## src/sv/tqle_pkg.sv

```systemverilog
`timescale 1ns / 1ps
package tqle_pkg;
  localparam int NUM_AGENTS = 8;
  localparam int GRID_W = 32;
  localparam int GRID_H = 32;
  localparam int NUM_ACTIONS = 4;
  localparam int DEPTH = NUM_AGENTS * GRID_W * GRID_H * NUM_ACTIONS;
  localparam int AW = $clog2(DEPTH);
  localparam int CW = AW - 2;
  localparam int QW = 32;
  localparam int VW = 16;
  localparam int DW = 50;
  localparam logic signed [9:0] R_MINE = 10'sd100;
  localparam logic signed [9:0] R_SUPER = -10'sd500;
  localparam logic signed [9:0] R_VISITED = -10'sd200;
  localparam logic signed [9:0] R_PLAIN = -10'sd100;
  localparam logic [1:0] HIT_NONE = 2'd0;
  localparam logic [1:0] HIT_MINE = 2'd1;
  localparam logic [1:0] HIT_SUPER = 2'd2;
  localparam logic [1:0] HIT_OTHER = 2'd3;
  localparam logic REQ_UPDATE = 1'b0;
  localparam logic REQ_SELECT = 1'b1;
  localparam logic [0:0] REG_EXPLORE = 1'b0;
  localparam logic [0:0] REG_DISCOUNT = 1'b1;
  localparam logic [15:0] EXPLORE_RESET = 16'd6554;
  localparam logic [15:0] DISCOUNT_RESET = 16'd58982;
endpackage

```

## src/sv/tqle_div.sv

```systemverilog
`timescale 1ns / 1ps
module tqle_div (
  input  logic                           clk,
  input  logic                           rst,
  input  logic                           go,
  input  logic signed [tqle_pkg::DW-1:0] num,
  input  logic [16:0]                    den,
  output logic                           done,
  output logic signed [tqle_pkg::DW-1:0] quo
);
  localparam int W = tqle_pkg::DW;
  logic [W-1:0] q;
  logic [16:0] r;
  logic [16:0] d;
  logic neg, act;
  logic [5:0] cnt;
  logic [17:0] rs;
  always_comb rs = {r, q[W-1]};
  always_ff @(posedge clk) begin
    if (rst) begin
      act <= 1'b0;
      done <= 1'b0;
    end else begin
      done <= 1'b0;
      if (go) begin
        act <= 1'b1;
        cnt <= 6'(W - 1);
        neg <= num[W-1];
        q <= num[W-1] ? W'(-num) : W'(num);
        r <= '0;
        d <= den;
      end else if (act) begin
        if (rs >= {1'b0, d}) begin
          r <= 17'(rs - {1'b0, d});
          q <= {q[W-2:0], 1'b1};
        end else begin
          r <= rs[16:0];
          q <= {q[W-2:0], 1'b0};
        end
        if (cnt == 6'd0) begin
          act <= 1'b0;
          done <= 1'b1;
        end
        cnt <= cnt - 6'd1;
      end
    end
  end
  always_comb quo = neg ? -$signed(q) : $signed(q);
endmodule

```

## config.mk

```make
export PLATFORM = sky130hd
export DESIGN_NAME = tqle_div
export DESIGN_NICKNAME = d
export VERILOG_FILES = /design/src/sv/tqle_pkg.sv /design/src/sv/tqle_div.sv
export SDC_FILE = /design/constraint.sdc
export NUM_CORES = 1
export LEC_CHECK = 0
export BUFFER_PORTS_ARGS = -buffer_cell sky130_fd_sc_hd__clkbuf_2
export CAP_MARGIN = 15
export CORE_UTILIZATION = 30
export DETAILED_ROUTE_END_ITERATION = 7
export HOLD_SLACK_MARGIN = 0.12
export RECOVER_POWER = 100
export REMOVE_ABC_BUFFERS = 1
export SLEW_MARGIN = 20
export SYNTH_ARGS = -nofsm -noshare
export SYNTH_HDL_FRONTEND = slang
export SYNTH_SLANG_ARGS = --single-unit
export TNS_END_PERCENT = 20
```

## constraint.sdc

```tcl
create_clock -name clk -period 5.8 [get_ports clk]
set_input_delay 0.29 -clock clk [delete_from_list [all_inputs] [get_ports clk]]
set_output_delay 0.29 -clock clk [all_outputs]
set_load 0.01 [all_outputs]
```

=== Yosys cells after proc, flatten, opt, wreduce, memory -nomap -nowiden ===
Cells that the tools add are included.

* Register bits: 93
* Bits of input ports: 70

* $add $sub $neg: 4
* Magnitude comparators: 1
* Mux-type cells: 12
* Bitwise logic cells: 2
* Reduce and logical (&&, ||, !) cells: 5

{| class="wikitable"
|+ Operators by type and width
! operator !! number
|-
| 2-to-1 mux 50 bit || 4
|-
| negator 50 bit || 2
|-
| 2-to-1 mux 17 bit || 2
|-
| >= comparator 18 x 17 -> 1 bit || 1
|-
| subtractor 17 bit || 1
|-
| logical NOT 6 bit || 1
|-
| 2-to-1 mux 6 bit || 1
|-
| subtractor 6 x 1 -> 6 bit (second input constant) || 1
|-
| 2-to-1 mux 1 bit || 5
|-
| AND reduction 2 bit || 2
|-
| OR reduction 3 bit || 1
|-
| NOT 1 bit || 2
|-
| nonzero test 2 bit || 1
|}

=== Longest topological paths before layout ===
Gate-level depths: netlist of the first run.

* Depth in word-level cells: 4
* Gate-level depth with buffers: 11

=== Least setup slack after synthesis of the first run ===
Ideal clock, no wire load.

* Path type: input-to-reg
* From: input port go
* To: register cnt[0] (enable)
* Arrival: 3.941 ns
* Data required time: 5.295 ns
* Path slack: 1.355 ns
* Stages: 4
* Path through: clkbuf_1 -> clkbuf_1 -> nor2_1 -> nor2_1

* Word-level cells in the longest chain between the ends: 2

{| class="wikitable"
|+ Ends and longest elaborated chain
! item !! line !! text
|-
| start: declaration || tqle_div.sv:5 || <nowiki>input logic go,</nowiki>
|-
| nonzero test 2 bit (no line) || -- ||
|-
| AND reduction 2 bit (no line) || -- ||
|-
| end signal: assignment || tqle_div.sv:27 || <nowiki>cnt <= 6'(W - 1);</nowiki>
|-
| end signal: assignment || tqle_div.sv:44 || <nowiki>cnt <= cnt - 6'd1;</nowiki>
|-
| end: declaration || tqle_div.sv:16 || <nowiki>logic [5:0] cnt;</nowiki>
|}

No other way between the ends.
A chain may end at the register's enable or synchronous reset.

=== Worst setup path in the final report of the first run ===
* From: input port go
* To: register q[35] (data pin)

* Word-level cells in the longest chain between the ends: 1

{| class="wikitable"
|+ Ends and longest elaborated chain
! item !! line !! text
|-
| 2-to-1 mux 50 bit || tqle_div.sv:25 || <nowiki>if (go) begin</nowiki>
|-
| end signal: assignment || tqle_div.sv:29 || <nowiki>q <= num[W-1] ? W'(-num) : W'(num);</nowiki>
|-
| end signal: assignment || tqle_div.sv:35 || <nowiki>q <= {q[W-2:0], 1'b1};</nowiki>
|-
| end signal: assignment || tqle_div.sv:38 || <nowiki>q <= {q[W-2:0], 1'b0};</nowiki>
|-
| end: declaration || tqle_div.sv:12 || <nowiki>logic [W-1:0] q;</nowiki>
|}

No other way between the ends.

==> flow_summary.json, run 1 <==
{
  "outcome": "complete, but fails checks",
  "violations": "DRC, capacitance limit, slew limit",
  "required_ns": 5.89,
  "critical_path.startpoint_type": "input pin",
  "coreArea_mm2": 0.02196,
  "reg2reg_from": "q[49]",
  "finalSetupTns_ns": 0,
  "max_stage_delay_ns": 2.56,
  "rsz0062_at_grt": "false",
  "grt_pass1_vias": 5567,
  "gp_congestion": 0.8993,
  "cp_num_cells": 3,
  "yosysWarnings": 0,
  "dpl_cell_area_mm2": 0.007655,
  "slew_violations": 205,
  "rrSetupSlack_ns": 1.93,
  "setup_viol": 0,
  "synth-edff-count": 91,
  "via_count": 5876,
  "totalWireLength_mm": 18.64,
  "syn_area_mm2": 0.006765,
  "crit_family": "buffers and inverters",
  "initial_core_util": 0.3081,
  "cp_common_cell": "clkbuf_1",
  "clk_latency_ns": 0.35,
  "grt_max_degree": 87,
  "fin_util": 0.3657,
  "netlist_top_cells_area": "edfxtp_1 (40%), xnor2_1 (8.4%), xor2_1 (5.6%), a21oi_1 (4.8%), nor2_1 (4.2%)",
  "yosys.cell_types.count": 52,
  "power_density_mw_per_mm2": 257.2,
  "min_period_ns": 4.152,
  "seq_area_frac_synth": 0.4098,
  "io_buffers": 120,
  "end_kind": "register",
  "crit_arrival_ns": 4.25,
  "syn_to_final_growth_pct": 18.70,
  "muxShareOfSynthArea": 0.03348,
  "antenna_left": 0,
  "ys_ff_latch": 93,
  "drt_iter0_drc": 286,
  "first_pass_iters": 7,
  "ir_worst_vdd_uv": 123.9,
  "path_class": "in -> reg",
  "h-tree-depth": 3,
  "fin_skew_ns": 0.01086,
  "cts_buffers": 9,
  "drc_errors": 2,
  "hold_viol": 0,
  "fmax_ghz": 0.2409,
  "synth_compound_area_frac": 0.1687,
  "synth_top_area_cell": "edfxtp_1",
  "grt_pass1_wl_mm": 29.68,
  "startpoint": "go",
  "dieHeight_um": 152.2,
  "ys.flop_type": "edfxtp_1",
  "clk_pin_slew_ns": 0.07,
  "cp_slowest_cell": "clkbuf_1",
  "grt_usage": 0.1608,
  "rr_endpoint": "r[13]",
  "dpl.hpwl_mm": 13.94,
  "path_cells": "clkbuf_1 -> clkbuf_1 -> mux2_2",
  "drive_above_1_share": 0.1417,
  "synth_top_family_by_area": "simple AND/OR/NAND/NOR gates",
  "grt_overflow": 0,
  "root_buffer": "clkbuf_16",
  "nFillCells": 2281,
  "fp-row-count": 54,
  "finalPower_w": 0.002065,
  "clock_sinks": 93,
  "die_area_mm2": 0.02316,
  "boundaryPins": 121,
  "synth_xor_area_frac": 0.1398,
  "setup.worst_path.end": "q[35]",
  "period_share": 0.7158,
  "syn_inst": 711,
  "yosys.area_share.simple": 0.1703,
  "hp-class": "in -> reg",
  "cts_max_path_buffers": 2,
  "cts_tree": "built",
  "leakage_nw": 2.843,
  "fin_area_mm2": 0.008030,
  "synth_fa_ha_area_frac": 0.04180,
  "synth_top_area_frac": 0.4039,
  "max_slew_margin": -1.370,
  "grt_antenna_before_repair": 0,
  "die_x_um": 152.2,
  "whs_ns": 0.1806,
  "nNetsFinal": 927,
  "worstMarginPinSlew_ns": 3.556,
  "critPathMaxFanout": 86,
  "r2r_cells": 11,
  "critical_path_buf_inv_count": 2,
  "num_antenna_cells": 0,
  "post_cts_buffers": 0,
  "maxCapViolations": 3,
  "via_per_inst": 5.246,
  "syn_area_per_cell_um2": 9.515,
  "avgRoutedWirePerCell_um": 16.64,
  "ys_async_sr_fraction": 0
}
[synthesized netlist by cell type (2+ instances only)]
cell type   n
a21boi_0    2
o32ai_1     2
xnor2_1    65
nor2b_1     2
o21ai_0    41
nor4_1     13
o22ai_1     2
dfxtp_1     2
nand2_1    40
nand2b_1    4
o31ai_1    26
or3_1       9
o41ai_1    19
buf_1       2
or4_4       8
o21a_1      2
o211ai_1    5
a211oi_1    5
ha_1       21
clkbuf_1   25
nand3b_1    3
inv_1      33
nand4_1     8
a21oi_1    65
xor2_1     43
mux2_2     13
mux2i_1     8
or2_2       8
nand3_1    14
or4_1      13
o21bai_1    2
edfxtp_1   91
and3_1      7
nor2_1     76
nor3_1     15
[flip-flops by register name, summed over array words and instances, names as in the netlist]
name and cells:
act 1, done 1, cnt 6, q 50, d 17, r 17, neg 1
[stage by stage]
step                cells  setup WS (ns)
finish               1120          1.648
global route         1120          1.134
CTS                  1120          2.165
detailed placement   1088          2.548
global placement     1088          2.574
floorplan             682          1.867
[layer usage]
| metal | up-vias | track usage | routed length [um] |
|---|---|---|---|
| met2 | 155 | 0.2640 | 8849 |
| met3 | 19 | 0.03129 | 984 |
| met1 | 2806 | 0.2155 | 8519 |
| li1 | 2896 | - | - |
| met4 | 0 | 0.04325 | 287 |
| met5 | - | 0 | 0 |
[cells in the final DEF (no fill, tap or decap), types with 7 or more instances in the layout]
cell	instances
edfxtp_1	91
clkbuf_16	9
o21ai_0	41
o31ai_1	26
dlygate4sd3_1	16
ha_1	21
nor3_1	15
nand3_1	14
mux2i_1	8
a21oi_1	65
mux2_2	13
and3_1	7
o41ai_1	19
nor4_1	13
xor2_1	43
or3_1	9
nand4_1	8
nand2_1	40
or2_2	8
xnor2_1	65
or4_1	16
clkbuf_2	74
clkbuf_1	53
inv_1	33
nor2_1	75
[report_power, final]
| group | internal [W] | switching (W) | leakage, nW |
|---|---|---|---|
| combinational | 0.000228 | 0.000325 | 1.81 |
| sequential | 0.000815 | 0.0000495 | 0.878 |
| clock | 0.000378 | 0.000269 | 0.153 |
[cell type report]
cell class                 count  area [um2]  share of cell area
clock buffer                  10       229.0             0.02851
multi-input combinational    556        3742              0.4660
inverter                      33       123.9             0.01543
clock inverter                 6       86.33             0.01075
sequential                    93        2773              0.3453
timing repair buffer         142       725.7             0.09037
tap                          280       350.3             0.04363
[how the worst min path moves through the flow]
stage / startpoint / to / slack, ns / cells after the start
2_1_floorplan: rst / act / 0.36 / 1
3_3_place_gp: act / done / 0.47 / 1
3_5_place_dp: act / done / 0.47 / 1
4_1_cts: den[0] / d[0] / 0.14 / 1
5_1_grt: den[0] / d[0] / 0.19 / 1
6_report: den[0] / d[0] / 0.18 / 1
[what timing repair did]
item | in CTS | in global routing
resized for setup | 0 | 0
hold buffers | 16 | 0
hold endpoints to repair | 16 | 0
[kinds of logic after synthesis]
| logic type | after synthesis |
|---|---|
| AND/OR/NAND/NOR | 225 |
| AO/OA/AOI/OAI | 180 |
| XOR/XNOR | 108 |
| flip-flops | 93 |
| buffers and inverters | 62 |
| adder cells (fa/ha/maj) | 22 |
| multiplexers | 21 |
No activity file was read; power rests on OpenSTA's default activity.
==> run 2, diff against run 1 <==
==> constraint.sdc (replaced) <==
create_clock -name clk -period 4.07 [get_ports clk]
set_input_delay 0.2035 -clock clk [delete_from_list [all_inputs] [get_ports clk]]
set_output_delay 0.2035 -clock clk [all_outputs]
set_load 0.01 [all_outputs]
==> flow_summary.json, run 2 (synthesis gave the netlist of run 1 again) <==
{
  "fmax_ghz": 0.2748,
  "ir_worst_vdd_uv": 191.6,
  "hp-start": "num[0]",
  "hp-class": "in -> reg",
  "via_per_inst": 5.201,
  "totalWireLength_mm": 18.59,
  "initial_core_util": 0.3081,
  "via_count": 5867,
  "cp_common_cell": "or4_1",
  "critical_path_buf_inv_count": 1,
  "rrSetupSlack_ns": 0.70,
  "period_share": 0.8941,
  "largest_register_ffs": 50,
  "grt_max_degree": 68,
  "gp_congestion": 0.8754,
  "worstMarginPinSlew_ns": 1.857,
  "cp_slowest_cell": "or4_1",
  "dpl_cell_area_mm2": 0.007700,
  "outcome": "complete, but fails checks",
  "grt_overflow": 0,
  "final_common_cell": "edfxtp_1",
  "clk_pin_slew_ns": 0.07,
  "fin_skew_ns": 0.008051,
  "drc_errors": 2,
  "coreArea_mm2": 0.02196,
  "whs_endpoint": "q[0]",
  "required_ns": 3.87,
  "root_buffer": "clkbuf_16",
  "critical_path.startpoint_type": "register",
  "io_buffers": 120,
  "nNetsFinal": 935,
  "max_stage_delay_ns": 0.71,
  "path_cells": "or4_1 -> or4_4 -> or4_1 -> or2_0 -> o21ai_0 -> xnor2_1 -> clkbuf_1",
  "die_x_um": 152.2,
  "drive_above_1_share": 0.1439,
  "crit_arrival_ns": 3.44,
  "power_density_mw_per_mm2": 362.4,
  "dpl.hpwl_mm": 14.01,
  "drt_iter0_drc": 244,
  "finalSetupTns_ns": 0,
  "slew_violations": 84,
  "syn_to_final_growth_pct": 19.36,
  "grt_pass1_vias": 5722,
  "first_pass_iters": 6,
  "reg_top3": "q x50, d x17, r x17",
  "boundaryPins": 121,
  "max_slew_margin": -0.2381,
  "leakage_nw": 2.870,
  "clk_latency_ns": 0.35,
  "top_register": "q",
  "critPathMaxFanout": 8,
  "mostFrequentLayoutCells": "edfxtp_1 (91), clkbuf_2 (79), nor2_1 (75)",
  "grt_pass1_wl_mm": 29.85,
  "rsz0062_at_grt": "false",
  "num_antenna_cells": 0,
  "cts_buffers": 9,
  "avgRoutedWirePerCell_um": 16.48,
  "hold_viol": 0,
  "worstHoldPathCells": 3,
  "h-tree-depth": 3,
  "reg2reg_from": "q[49]",
  "grt_usage": 0.1620,
  "cts_max_path_buffers": 2,
  "clock_sinks": 93,
  "maxCapViolations": 2,
  "fp-row-count": 54,
  "grt_antenna_before_repair": 0,
  "fin_area_mm2": 0.008075,
  "path_class": "reg -> out",
  "end_kind": "output pin",
  "post_cts_resized": 0,
  "r2r_cells": 12,
  "rr_endpoint": "r[3]",
  "min_period_ns": 3.639,
  "die_area_mm2": 0.02316,
  "violations": "DRC, capacitance limit, slew limit",
  "setup_viol": 0,
  "crit_family": "simple AND/OR/NAND/NOR gates",
  "cts_tree": "built",
  "antenna_left": 0,
  "dieHeight_um": 152.2
}
[run 2: area by class of cell]
type / count / area (um2)
clock buffers: 11 / 232.7
clock inverters: 5 / 75.07
fillers: 2256 / 13880
inverters: 33 / 123.9
multi-input cells: 556 / 3742
flip-flops and latches: 93 / 2773
well taps: 280 / 350.3
repair buffers: 150 / 778.2
[run 2: worst max-delay path by stage]
stage | depth (start not counted) | endpoint | start
after floorplan | 2 | cnt[0] | act
after global routing | 7 | quo[41] | q[29]
after global placement | 7 | quo[49] | q[36]
after CTS | 7 | quo[49] | q[36]
final | 7 | quo[41] | q[29]
after detailed placement | 7 | quo[49] | q[36]
[run 2: tightest hold or removal path, stage by stage]
cell	delay (ns)
clkbuf_2	0.11
inv_1	0.08
a21oi_1	0.12
[run 2: what timing repair did]
action | 4_1_cts | 5_1_grt
endpoints found under the hold margin | 18 | 0
buffers inserted | 0 | 0
hold buffers | 18 | 0
[run 2: layer usage]
metal	global-route usage	routed length [um]
met5	0	0
met4	0.05151	229
met3	0.03669	1084
met2	0.2708	8838
met1	0.2069	8436
[run 2: report_power, final]
group / internal, W / total, W / switching, W / leakage [nW]
combinational: 0.000327 / 0.000790 / 0.000463 / 1.85
sequential: 0.00116 / 0.00123 / 0.0000693 / 0.878
clock: 0.000535 / 0.000908 / 0.000372 / 0.145
[run 2: per-stage QoR]
step | total power (W) | std cells | utilization | setup WS (ns) | hold WS [ns]
floorplan | 0.001753 | 682 | - | 0.1373 | 0.2763
global placement | 0.002043 | 1094 | 0.3507 | 0.9110 | 0.3817
detailed placement | 0.002050 | 1094 | 0.3507 | 0.9097 | 0.3831
CTS | 0.002986 | 1128 | 0.3729 | 0.5184 | 0.2572
global route | 0.003087 | 1128 | 0.3677 | 0.2829 | 0.2904
finish | 0.002926 | 1128 | 0.3677 | 0.4308 | 0.2722
